## src/sv/partial_fraction_evaluator_top_assert.svh

```systemverilog
// Assertion macros shared by the evaluator RTL.
`ifndef PARTIAL_FRACTION_EVALUATOR_TOP_ASSERT_SVH
`define PARTIAL_FRACTION_EVALUATOR_TOP_ASSERT_SVH

// Same-cycle implication, disabled while reset is asserted.
`define PFE_ASSERT_IMPL(label, clk, rst_n, ante, cons) \
  label: assert property (@(posedge clk) disable iff (!rst_n) (ante) |-> (cons)) \
    else $error("assertion failed: same-cycle implication");

// Next-cycle implication, disabled while reset is asserted.
`define PFE_ASSERT_NEXT(label, clk, rst_n, ante, cons) \
  label: assert property (@(posedge clk) disable iff (!rst_n) (ante) |=> (cons)) \
    else $error("assertion failed: next-cycle implication");

`endif

```

## src/sv/pfe_ram.sv

```systemverilog
module pfe_ram #(
  parameter int WIDTH = 128,
  parameter int DEPTH = 32
) (
  input  logic                                    clk,
  input  logic                                    we,
  input  logic [((DEPTH > 1) ? $clog2(DEPTH) : 1)-1:0] waddr,
  input  logic [WIDTH-1:0]                        wdata,
  input  logic [((DEPTH > 1) ? $clog2(DEPTH) : 1)-1:0] raddr,
  output logic [WIDTH-1:0]                        rdata
);

  logic [WIDTH-1:0] mem [DEPTH];

  // One write port, one registered read port
  always_ff @(posedge clk) begin
    if (we) begin
      mem[waddr] <= wdata;
    end
    rdata <= mem[raddr];
  end

endmodule

```

## config.mk

```make
export PLATFORM = sky130hd
export DESIGN_NAME = pfe_ram
export DESIGN_NICKNAME = d
export VERILOG_FILES = /design/src/sv/partial_fraction_evaluator_top_assert.svh /design/src/sv/pfe_ram.sv
export SDC_FILE = /design/constraint.sdc
export NUM_CORES = 2
export LEC_CHECK = 0
export BUFFER_PORTS_ARGS = -buffer_cell sky130_fd_sc_hd__buf_4
export CAP_MARGIN = 20
export CORE_ASPECT_RATIO = 1.25
export CORE_MARGIN = 2
export CORE_UTILIZATION = 58
export CTS_CLUSTER_SIZE = 12
export DETAILED_ROUTE_END_ITERATION = 10
export GPL_ROUTABILITY_DRIVEN = 0
export PLACE_DENSITY = 0.74
export SYNTH_ARGS = -nofsm -noshare
export SYNTH_HDL_FRONTEND = slang
export SYNTH_SLANG_ARGS = --single-unit
```

## constraint.sdc

```tcl
create_clock -name clk -period 10.9 [get_ports clk]
set_input_delay 1.635 -clock clk [delete_from_list [all_inputs] [get_ports clk]]
set_output_delay 1.635 -clock clk [all_outputs]
set_load 0.1 [all_outputs]
```

Yosys cells after proc, flatten, opt, wreduce, memory -nomap -nowiden
Memories as Yosys holds them, arrays and structs flattened. A register that Yosys moved wholly into a read port is not among the register bits.
Index checks and enable logic that the tools add are counted.
- mux-type cells: 2
- operator list (cell ; count):
    $mux 1 ; 2
- register bits after elaboration: 0
- memory bits (writable): 4096
- input port bits: 140
- output and inout bits: 128
- word-level logic and storage cells: 3
- memories kept: 1
- memories (memory ; words ; bits a word ; read ports ; clocked after memory_dff ; wr ports ; RTL line ; source):
    mem ; 32 ; 128 ; 1 ; 1 ; 1 ; pfe_ram.sv:13 ; logic [WIDTH-1:0] mem [DEPTH];

Depth between registers and ports, before layout
- word-level depth: 2
- mapped depth: 9
- depth with buffers taken out: 4

Worst setup path after synthesis
Ideal clock, no wire load.
- path kind: input-to-reg
- start: in waddr[1] (netlist name)
- end: mem mem[12][0] (enable)
- library setup time: 617 ps
- data arrival time: 7616 ps
- data required time: 10283 ps
- path slack: 2667 ps
- cell stages on the path: 3
- buffers on the path: 1
- cell sequence: or3b_2 clkbuf_1 nor2_1
- RTL lines (element ; RTL line ; source):
    start: declaration ; pfe_ram.sv:7 ; input logic [((DEPTH > 1) ? $clog2(DEPTH) : 1)-1:0] waddr,
    end: declaration ; pfe_ram.sv:13 ;
No word-level cell before the write port.

Worst setup path after layout
- start: in waddr[0] (netlist name)
- end: mem mem[6][53] (enable)
No word-level cell before the write port.

==> impl_results.rst <==
.. list-table::
   :header-rows: 1

   * - Metric
     - Value
   * - Maximum ir drop on the vdd rail
     - 0.1334 mV
   * - Post-synthesis net count
     - 6580
   * - Synthesized area per cell
     - 24.11 um^2
   * - Leakage power figure
     - 53.81 nW
   * - Detail-routed net length per standard cell
     - 34.78 um
   * - Effective utilization at floorplan
     - 58.23%
   * - Adder-cell share of the synthesized area
     - 0%
   * - Worst hold slack
     - 0.6996 ns
   * - Largest net degree at the start of global routing
     - 148
   * - Cell total after placement
     - 10030
   * - Kind of start point of the critical path
     - input pin
   * - Vias
     - 73000
   * - Power Density
     - ~190 nW/um^2
   * - Number of pins with negative max-slew slack in the final report
     - 0
   * - Setup TNS
     - 0 ns
   * - Number of warnings printed during yosys synthesis
     - 0
   * - Number of buffers inserted to repair setup after CTS
     - 0
   * - Relative slew slack
     - 18.30%
   * - Worst reg-to-reg setup slack
     - 8.87 ns
   * - Setup WS post-layout
     - 6.497 ns
   * - Nets
     - 7039
   * - Post-synthesis cell type with the largest combined area
     - edfxtp_1
   * - Number of H-tree branching levels
     - 5
   * - RSZ-0062 raised after global routing
     - false
   * - Top post-synthesis cells by area
     - edfxtp_1 (79%), mux4_2 (14%), o22ai_1 (1.8%)
   * - Highest net fanout along the worst path
     - 47
   * - Initial antenna violation count
     - 34
   * - Post-detailed-route DRC marker count
     - 0
   * - Number of enable-type register cells in the synthesized netlist
     - 4096
   * - Die outline area
     - ~270000 um^2
   * - Async set or reset register ratio after synthesis
     - 0%
   * - Simple-Gate Fraction of Synth Area
     - less than 1%
   * - Result of the run
     - complete, no violations
   * - X dimension of the die
     - 466.7 um
   * - Most frequently used flop master after synthesis
     - edfxtp_1
   * - Worst Setup End Kind
     - flop
   * - Main combinational cell family by area after synthesis
     - multiplexers
   * - Number of buffers added to fix hold violations after cts
     - 0
   * - Clock tree from TritonCTS
     - yes
   * - Arrival time at the worst endpoint
     - 4.90 ns
   * - Area post-placement
     - 161600 um^2
   * - Pre-CTS setup slack
     - 5.553 ns
   * - Clk sink count
     - roughly 4200
   * - First-pass GRT wire length
     - 534500 um
   * - Insertion delay of the later-clocked pin in the worst-skew pair
     - about 0.91 ns
   * - Class of the most critical setup path
     - in2reg
   * - IO buf count
     - 267
   * - Num rows
     - 212
   * - Number of synthesized register bits
     - 4224
   * - Layout cells sized above 1
     - about a quarter
   * - Clock buffer depth
     - 4
   * - Cells on worst reg2reg path
     - 3
   * - Gates resized, CTS repair
     - 0
   * - Detailed placement HPWL
     - between 150000 and 200000 um
   * - Hold path cells
     - 3
   * - Clock transition time at the flip-flop clock pins of the worst setup and hold paths
     - 0.06 ns
   * - Share of the clock period used by the worst path
     - around two fifths
   * - CTS Buf Count
     - 403
   * - Die Y
     - 582.4 um
   * - Layout Cell Area excl Fill
     - ~170000 um^2
   * - Total Routed Length
     - 373900 um
   * - Hold violation total from the final report
     - 0
   * - Most instantiated library cell after synthesis
     - edfxtp_1
   * - IO Pins
     - 268
   * - Complex-gate fraction of the synthesized area
     - 2.283%
   * - Area of the mapped netlist
     - 155200 um^2
   * - Shortest clock period the worst path allows after layout
     - 4.403 ns
   * - Max Cap Viol
     - 0
   * - Post-route ant nets
     - 0
   * - Synthesized instance count
     - 6440
   * - Setup violators final
     - 0
   * - Area inside the core boundary
     - 266600 um^2
   * - Vias per Instance
     - 6.790
   * - Max Clock Freq
     - between 200 and 250 MHz
   * - Via count of the first global-routing pass
     - 75100
   * - 1st-pass router iterations
     - 8
   * - Cell chosen for the clock root
     - clkbuf_16
   * - Final setup skew
     - approximately 0.036 ns
   * - Share of the synthesized netlist area taken by xor and xnor gates
     - 0%
   * - Layout overhead on the synthesized area
     - 11.69%
   * - Iteration-0 DRC count of the detailed router
     - 9848
   * - Proportion of synthesized chip area in sequential cells
     - 80.88%
   * - Post-route non-filler standard cell count
     - 10750
   * - Multiplexer share of the synthesized area
     - 14.75%
   * - Global-route total usage across every layer
     - ~28%
   * - Yosys top cell area share
     - 79.23%
   * - Distinct cell type count after synthesis
     - 28
   * - Type of the most critical hold path
     - reg2reg
   * - Slew at the pin closest to its max-slew limit
     - 1.225 ns
   * - Total overflow reported by the global router
     - 0
   * - Critical path required time
     - about 11 ns
   * - Commonest cells post-synth
     - edfxtp_1 (4096), mux4_2 (956), o22ai_1 (444)
layout by cell type, fill, tap and decap left out, types with 4 or more instances in the layout:
master	count
nand3b_1	6
clkbuf_16	407
dfxtp_1	128
inv_16	6
edfxtp_1	4096
buf_4	367
buf_12	37
diode_2	11
a22oi_1	102
o22ai_1	444
nand3_1	36
clkinv_2	7
clkbuf_8	14
nand4_1	17
clkinv_16	4
mux2i_1	136
clkinv_8	6
mux4_2	956
nor2_4	33
nor4_1	111
clkbuf_1	263
area by class of cell:
| class | instances | area, um^2 |
|---|---|---|
| diodes | 11 | 27.53 |
| clock buffers | 684 | 11360 |
| multi-input cells | 1864 | 28040 |
| flip-flops and latches | 4224 | 125600 |
| repair buffers | 406 | 3538 |
| clock inverters | 31 | 430.4 |
| fillers | 16380 | 93200 |
| well taps | 3531 | 4418 |
routing by layer:
layer  part of all wire (%)  vias to the layer above  global-route usage (%)
li1                       -                    28860                       -
met1                     36                    38900                   37.24
met2                     51                     4456                   45.46
met3                     10                      741                   5.295
met4                    3.5                       38                   9.935
met5                  0.070                        -                       0
flip-flops by register name, indices dropped and copies added (netlist names):
signal	cells
mem	4096
rdata	128
power by group:
group | internal, W | switching, W | total, W
Combinational | 0.000590 | 0.00132 | 0.00191
Sequential | 0.0181 | 0.000115 | 0.0182
Clock | 0.00708 | 0.00572 | 0.0128
Total | 0.0257 | 0.00715 | 0.0329
logic make-up (layout without fill, tap and decap cells):
group	after synthesis	count (layout)
other cells	0	11
buf+inv	352	1121
flops	4224	4224
simple gates	226	226
compound gates	546	546
mux	1092	1092
path summary, 6_finish.rpt:
kind	startpoint	to
hold / removal	mem[23][56]$_DFFE_PP_	rdata[56]$_DFF_P_
hold reg to reg	mem[23][56]$_DFFE_PP_	rdata[56]$_DFF_P_
setup reg to reg	mem[31][6]$_DFFE_PP_	rdata[6]$_DFF_P_
setup / recovery	waddr[0]	mem[6][53]$_DFFE_PP_
through the flow:
stage          utilization (%)  total power (W)
2_1_floorplan                -          0.01975
3_3_place_gp             60.61          0.02038
3_5_place_dp             60.61          0.02043
4_1_cts                  65.03          0.03302
5_1_grt                  65.04          0.03370
6_report                 65.04          0.03288
critical path, cell delays in order:
cell and delay [ns]:
buf_4 0.12, nand3b_1 0.62, nor2_4 0.71, buf_4 0.74
buf_4 0.97
(Power assumes the default switching activity.)
