===== config.mk =====
export PLATFORM = sky130hd
export DESIGN_NAME = pfe_div
export DESIGN_NICKNAME = d
export VERILOG_FILES = /design/src/sv/partial_fraction_evaluator_top_assert.svh /design/src/sv/pfe_pkg.sv /design/src/sv/pfe_div.sv
export SDC_FILE = /design/constraint.sdc
export NUM_CORES = 1
export LEC_CHECK = 0
export ABC_AREA = 1
export BUFFER_PORTS_ARGS = -buffer_cell sky130_fd_sc_hd__buf_2
export CAP_MARGIN = 20
export CORE_MARGIN = 2
export CORE_UTILIZATION = 35
export CTS_CLUSTER_SIZE = 20
export DETAILED_ROUTE_END_ITERATION = 6
export PLACE_DENSITY_LB_ADDON = 0.25
export SETUP_SLACK_MARGIN = 0.05
export SLEW_MARGIN = 40
export SYNTH_ARGS = -nofsm -noshare
export SYNTH_HDL_FRONTEND = slang
export SYNTH_SLANG_ARGS = --single-unit
export TNS_END_PERCENT = 5

===== constraint.sdc =====
create_clock -name clk -period 8.8 [get_ports clk]
set_clock_uncertainty 0.1 [all_clocks]
set_input_delay 0.88 -clock clk [delete_from_list [all_inputs] [get_ports clk]]
set_output_delay 0.88 -clock clk [all_outputs]
set_load 0.05 [all_outputs]

===== src/sv/partial_fraction_evaluator_top_assert.svh =====
// Assertion macros shared by the evaluator RTL.
`ifndef PARTIAL_FRACTION_EVALUATOR_TOP_ASSERT_SVH
`define PARTIAL_FRACTION_EVALUATOR_TOP_ASSERT_SVH

// Same-cycle implication, disabled while reset is asserted.
`define PFE_ASSERT_IMPL(label, clk, rst_n, ante, cons) \
  label: assert property (@(posedge clk) disable iff (!rst_n) (ante) |-> (cons)) \
    else $error("assertion failed: same-cycle implication");

// Next-cycle implication, disabled while reset is asserted.
`define PFE_ASSERT_NEXT(label, clk, rst_n, ante, cons) \
  label: assert property (@(posedge clk) disable iff (!rst_n) (ante) |=> (cons)) \
    else $error("assertion failed: next-cycle implication");

`endif


===== src/sv/pfe_pkg.sv =====
package pfe_pkg;

  // Data path: signed fixed point in 64 bits
  localparam int DATA_W        = 64;
  localparam int SLOT_W        = 5;
  localparam int COUNT_W       = 6;
  localparam int STATUS_W      = 2;
  localparam int CFG_IDX_W     = 1;
  // Term index / count width, enough for up to 256 terms
  localparam int IDX_W         = 9;

  localparam int MAX_TERMS_DEF = 32;
  localparam int FRAC_BITS_DEF = 48;

  // Configuration register indexes
  localparam logic [CFG_IDX_W-1:0] CFG_TERM_COUNT    = 1'b0;
  localparam logic [CFG_IDX_W-1:0] CFG_CONSTANT_TERM = 1'b1;

  // Item modes
  localparam logic MODE_LOAD = 1'b0;
  localparam logic MODE_EVAL = 1'b1;

  // Result status codes
  localparam logic [STATUS_W-1:0] STATUS_OK       = 2'd0;
  localparam logic [STATUS_W-1:0] STATUS_ZERO_DIV = 2'd1;
  localparam logic [STATUS_W-1:0] STATUS_OVERFLOW = 2'd2;

  // Saturation values
  localparam logic [DATA_W-1:0] SAT_POS = {1'b0, {(DATA_W-1){1'b1}}};
  localparam logic [DATA_W-1:0] SAT_NEG = {1'b1, {(DATA_W-1){1'b0}}};

  // Request to the shared divider
  typedef struct packed {
    logic              start;
    logic [DATA_W-1:0] rem;       // initial partial remainder, below divisor
    logic [DATA_W-1:0] dividend;  // low dividend word, shifted in MSB first
    logic [DATA_W-1:0] divisor;
  } pfe_div_req_t;

endpackage


===== src/sv/pfe_div.sv =====
module pfe_div (
  input  logic                        clk,
  input  logic                        rst_n,
  input  pfe_pkg::pfe_div_req_t       req,
  output logic                        done,
  output logic [pfe_pkg::DATA_W-1:0]  quotient
);
  import pfe_pkg::*;

  localparam int CNT_W = $clog2(DATA_W);

  logic              busy_r;
  logic              done_r;
  logic [CNT_W-1:0]  cnt_r;
  logic [DATA_W-1:0] rem_r;
  logic [DATA_W-1:0] dq_r;    // dividend bits in, quotient bits out
  logic [DATA_W-1:0] den_r;

  logic [DATA_W:0]   rem_sh;
  logic [DATA_W:0]   diff;
  logic              fits;

  // One restoring step: shift in the next dividend bit, trial subtract
  always_comb begin
    rem_sh = {rem_r, dq_r[DATA_W-1]};
    diff   = rem_sh - {1'b0, den_r};
    fits   = !diff[DATA_W];
  end

  always_ff @(posedge clk) begin
    if (!rst_n) begin
      busy_r <= 1'b0;
      done_r <= 1'b0;
      cnt_r  <= '0;
    end else begin
      done_r <= 1'b0;
      if (req.start) begin
        busy_r <= 1'b1;
        cnt_r  <= '0;
        rem_r  <= req.rem;
        dq_r   <= req.dividend;
        den_r  <= req.divisor;
      end else if (busy_r) begin
        rem_r <= fits ? diff[DATA_W-1:0] : rem_sh[DATA_W-1:0];
        dq_r  <= {dq_r[DATA_W-2:0], fits};
        cnt_r <= cnt_r + 1'b1;
        if (cnt_r == CNT_W'(DATA_W - 1)) begin
          busy_r <= 1'b0;
          done_r <= 1'b1;
        end
      end
    end
  end

  assign done     = done_r;
  assign quotient = dq_r;

endmodule


; After elaboration in Yosys (flattened, before gate mapping)
; Index checks and enable logic that the tools add are counted.
[op_classes]
n_addsub = 2
n_eq_ne = 1
mux = 9
bitwise = 2
reduce_logical = 6
[op_table]
columns = operator, count
row1 = 2-to-1 mux 64 bit, 5
row2 = subtractor 65 x 64 -> 65 bit, 1
row3 = adder 6 x 1 -> 6 bit (second input constant), 1
row4 = == test 6 bit (second input constant), 1
row5 = 2-to-1 mux 1 bit, 4
row6 = AND reduction 2 bit, 2
row7 = OR reduction 3 bit, 1
row8 = NOT 1 bit, 2
row9 = nonzero test 2 bit, 1
row10 = OR reduction 2 bit, 1
row11 = zero test 1 bit, 1
[word_totals]
regBits = 200
input_bits = 195
output_inout_bits = 65
wordCells = 26

; Depth between registers and ports, before layout
[logic_depth]
depth_word = 4
mapped_depth = 20
depth_no_buf = 19

; Least setup slack after synthesis
; Ideal clock, no wire load.
[synth_path]
path_type = input port to flip-flop
start = input req[192] (netlist bit)
end = register busy_r
setup_time_ns = 0.085
arrival_time_ns = 7.958
required_ns = 8.615
slack_ns = 0.657
stages = 4
path_buffers = 1
cell_sequence = inv_1 clkbuf_1 a21oi_1 o31a_1
[synth_between]
elab_chain_len = 1
[synth_rtl]
columns = element, line_no
row1 = start: declaration, pfe_div.sv:4  ; input pfe_pkg::pfe_div_req_t req,
row2 = 2-to-1 mux 1 bit, pfe_div.sv:37  ; if (req.start) begin
row3 = end signal: assignment, pfe_div.sv:32  ; busy_r <= 1'b0;
row4 = end signal: assignment, pfe_div.sv:38  ; busy_r <= 1'b1;
row5 = end signal: assignment, pfe_div.sv:48  ; busy_r <= 1'b0;
row6 = end: declaration, pfe_div.sv:12  ; logic busy_r;
; Every way passes these cells.
; A chain may end at the register's enable or synchronous reset.

; Worst setup path after layout
[layout_path]
start = register dq_r[63] (netlist: quotient[63])
end = register rem_r[32] (data pin)
[layout_between]
elab_chain_len = 4
[layout_rtl]
columns = element, line_no
row1 = start: declaration, pfe_div.sv:16  ; logic [DATA_W-1:0] dq_r;
row2 = start signal: assignment, pfe_div.sv:41  ; dq_r <= req.dividend;
row3 = start signal: assignment, pfe_div.sv:45  ; dq_r <= {dq_r[DATA_W-2:0], fits};
row4 = subtractor 65 x 64 -> 65 bit, pfe_div.sv:26  ; diff = rem_sh - {1'b0, den_r};
row5 = 2-to-1 mux 64 bit, pfe_div.sv:44  ; rem_r <= fits ? diff[DATA_W-1:0] : rem_sh[DATA_W-1:0];
row6 = 2-to-1 mux 64 bit, pfe_div.sv:43  ; end else if (busy_r) begin
row7 = 2-to-1 mux 64 bit, pfe_div.sv:37
row8 = end signal: assignment, pfe_div.sv:40  ; rem_r <= req.rem;
row9 = end signal: assignment, pfe_div.sv:44
row10 = end: declaration, pfe_div.sv:15  ; logic [DATA_W-1:0] rem_r;
; Every way passes these cells. The select of a mux whose other input is x is not followed.

==> results.py <==
metrics = {
    "outcome": {
        "status": "completed",
    },
    "worst_setup_path": {
        "critPathKind": "reg2reg",
        "crit_top_cell": "nand2_1",
        "worstPathBufferInverterCount": 2,
        "path_max_fanout": 26,
        "start_kind": "flip-flop",
        "cp-end-kind": "flip-flop",
        "cp.required_ns": 8.95,
        "critPathMaxStageDelay_ns": 0.63,
        "cp_data_arrival_time_ns": 3.70,
        "path_cells": "inv_1 -> ha_1 -> fa_1 -> inv_1 -> nand2_1 -> nand2_1 -> nand3_1 -> nand2_2 -> nand2_1 -> nand2_2 -> nand2_1 -> nand2_2 -> nand2_2 -> nand3_2 -> nand2_2 -> nand2_1 -> nand3_1 -> nand2_1",
        "slowest_stage": "nand2_2",
        "cp_top_family": "simple AND/OR/NAND/NOR gates",
    },
    "global_route": {
        "grt_pass1_vias": 13895,
        "grt_max_degree": 96,
        "grt-ovfl-total": 0,
        "antenna_found_initial": 6,
        "grt_use_total": 0.231,
        "grt_pass1_wl_um": 77400,
    },
    "power_and_ir_drop": {
        "switchingPower_uw": 1230,
        "power_frac_comb": 0.351,
        "p_sw_frac": 0.398,
        "ir_drop_uv": 150,
        "power_frac_seq": 0.381,
        "clkPwrFrac": 0.268,
        "intPower_uw": 1860,
        "cellPowerDensity_nw_per_um2": 175,
        "p_leak_uw": 0.00966,
    },
    "clock_tree": {
        "numCtsBuffers": 17,
        "cts_setup_buffers": 0,
        "htreeDepth": 4,
        "cts.sink_count": 200,
        "root_buffer": "clkbuf_16",
        "cts_tree": "built",
        "clkTransAtPathRegs_ns": 0.09,
        "cts_resized": 0,
        "clock_latency_ns": 0.52,
        "hold_buffers": 0,
        "clockBufferDepth": 2,
    },
    "synthesis": {
        "seq_area_frac_synth": 0.391,
        "yosys_most_used_dff": "edfxtp_1",
        "yosys.area.top_type_share": 0.381,
        "ys_seq_elements": 200,
        "postSynth.asyncResetShare": 0,
        "syn_avg_cell_area_sq_um": 6.70,
        "syn_inst": 2262,
        "synth_top_cells_by_area": "edfxtp_1 38%, nand2_1 25%, inv_1 11%, nand3_1 5.5%, ha_1 5.4%",
        "ys_types": 34,
        "syn_area_sq_um": 15100,
        "synthesis.nets": 2523,
        "yosys_warnings": 0,
        "synth_top_area_cell": "edfxtp_1",
        "synth-edff-count": 192,
    },
    "routing": {
        "routedWlPerCell_um": 16.2,
        "totalWireLength_um": 50200,
        "drt-initial-drc-count": 912,
        "drcViolationCount": 0,
        "dr_total_vias": 14222,
        "avgViaCountPerCell": 4.58,
        "ant_nets": 0,
        "first_pass_iters": 7,
    },
    "place": {
        "preCtsSetupSlack_ns": 4.96,
        "port_buffers": 259,
        "place_congestion": 0.930,
        "dp_hpwl_um": 40600,
    },
    "layout": {
        "finish.utilization": 0.411,
        "layout_common_cells": "1026 x nand2_1, 445 x inv_1, 258 x buf_2",
        "drive_above_1_share": 0.142,
        "area_growth_pct": 16.3,
        "layout_commonest_cell": "nand2_1",
        "layout.nets": 2761,
    },
    "timing": {
        "hold_viol_final": 0,
        "fin_setup_tns_ns": 0,
        "period_needed_ns": 3.55,
        "rsz0062_at_grt": "no",
        "setup_viol": 0,
        "fmax_mhz": 282,
        "maxSlewHeadroom": 0.476,
        "setup_ws_ns": 5.25,
        "worstMarginPinSlew_ns": 0.786,
        "period_share": 0.403,
        "slew_viol_final": 0,
    },
    "floorplanning": {
        "rows": 76,
        "core_area_sq_um": 42900,
        "die_h_um": 212,
        "die-area_sq_um": 45000,
        "die_w_um": 212,
        "initial_core_util": 0.353,
        "io_pins": 260,
    },
    "worst_hold_path": {
        "hp-class": "reg2reg",
    },
    "job": {
        "cap_viol_max_count": 0,
    },
}
## tightest hold or removal path: cells and delay by family, from the launching register on
family,cells,cell delay [ns]
simple gates,1,0.07
flops,1,0.33
compound gates,1,0.05
## kinds of logic after synthesis
family          count (synthesis)  synth area share
buf+inv                       502             0.130
fa+ha+maj                      66            0.0550
xor+xnor                       23            0.0133
compound gates                 70            0.0248
flops                         200             0.391
simple gates                 1401             0.386
## synthesized netlist by cell type, types with 4 or more instances
cell type,count
a21oi_1,53
buf_4,4
nor3_1,12
nor2_2,10
nand3b_1,24
nand2_2,12
nand3_1,165
o21bai_1,6
buf_6,7
clkbuf_1,23
buf_2,11
nand4_1,14
ha_1,65
edfxtp_1,192
o21ai_0,8
xnor2_1,21
nor2_1,104
nand3_2,22
inv_1,447
nand2_1,1026
inv_2,8
nor4_1,5
dfxtp_1,8
## area by class of cell
type | instances | area, sq um
fillers | 4627 | 25300
multi-input cells | 1560 | 7270
well taps | 585 | 732
flip-flops and latches | 200 | 5930
inverters | 455 | 1710
repair buffers | 266 | 1370
clock buffers | 17 | 425
diodes | 4 | 10.0
clock inverters | 15 | 175
## state kept, by name, indices dropped and copies added, names as in the netlist
register	cells
rem_r	64
cnt_r	6
quotient	64
busy_r	1
done	1
den_r	64
## through the flow
stage                     power (uW)  instance area, sq um  hold WS, ns  std cells
after global placement          2270                 17000        0.351       3066
after global routing            3290                 17600        0.397       3099
after floorplan                 1970                 15100        0.337       2262
after detailed placement        2290                 17000        0.379       3066
after CTS                       3130                 17600        0.375       3098
final                           3090                 17600        0.391       3102
## layer usage
layer	share of wire	global-route usage	vias to the layer above
li1	-	-	7420
met5	0.00044	0	-
met4	0.022	0.0697	4
met1	0.45	0.289	6393
met2	0.46	0.385	360
met3	0.064	0.0653	45
## worst paths after layout
kind / startpoint / to / cells after the start / slack [ns]
worst max-delay path: quotient[63] / rem_r[32] / 18 / 5.25
worst min register to register: cnt_r[1] / cnt_r[1] / 2 / 0.39
worst max register to register: quotient[63] / rem_r[32] / 18 / 5.25
worst min-delay path: cnt_r[1] / cnt_r[1] / 2 / 0.39
## power by group through the flow
stage | registers (uW) | logic [uW] | clock network, uW
5_1_grt | 1190 | 1220 | 884
3_3_place_gp | 1200 | 1080 | 0
2_1_floorplan | 1260 | 707 | 0
3_5_place_dp | 1200 | 1090 | 0
4_1_cts | 1180 | 1090 | 861
6_report | 1180 | 1080 | 827
Power figures use the tool's default switching activity.
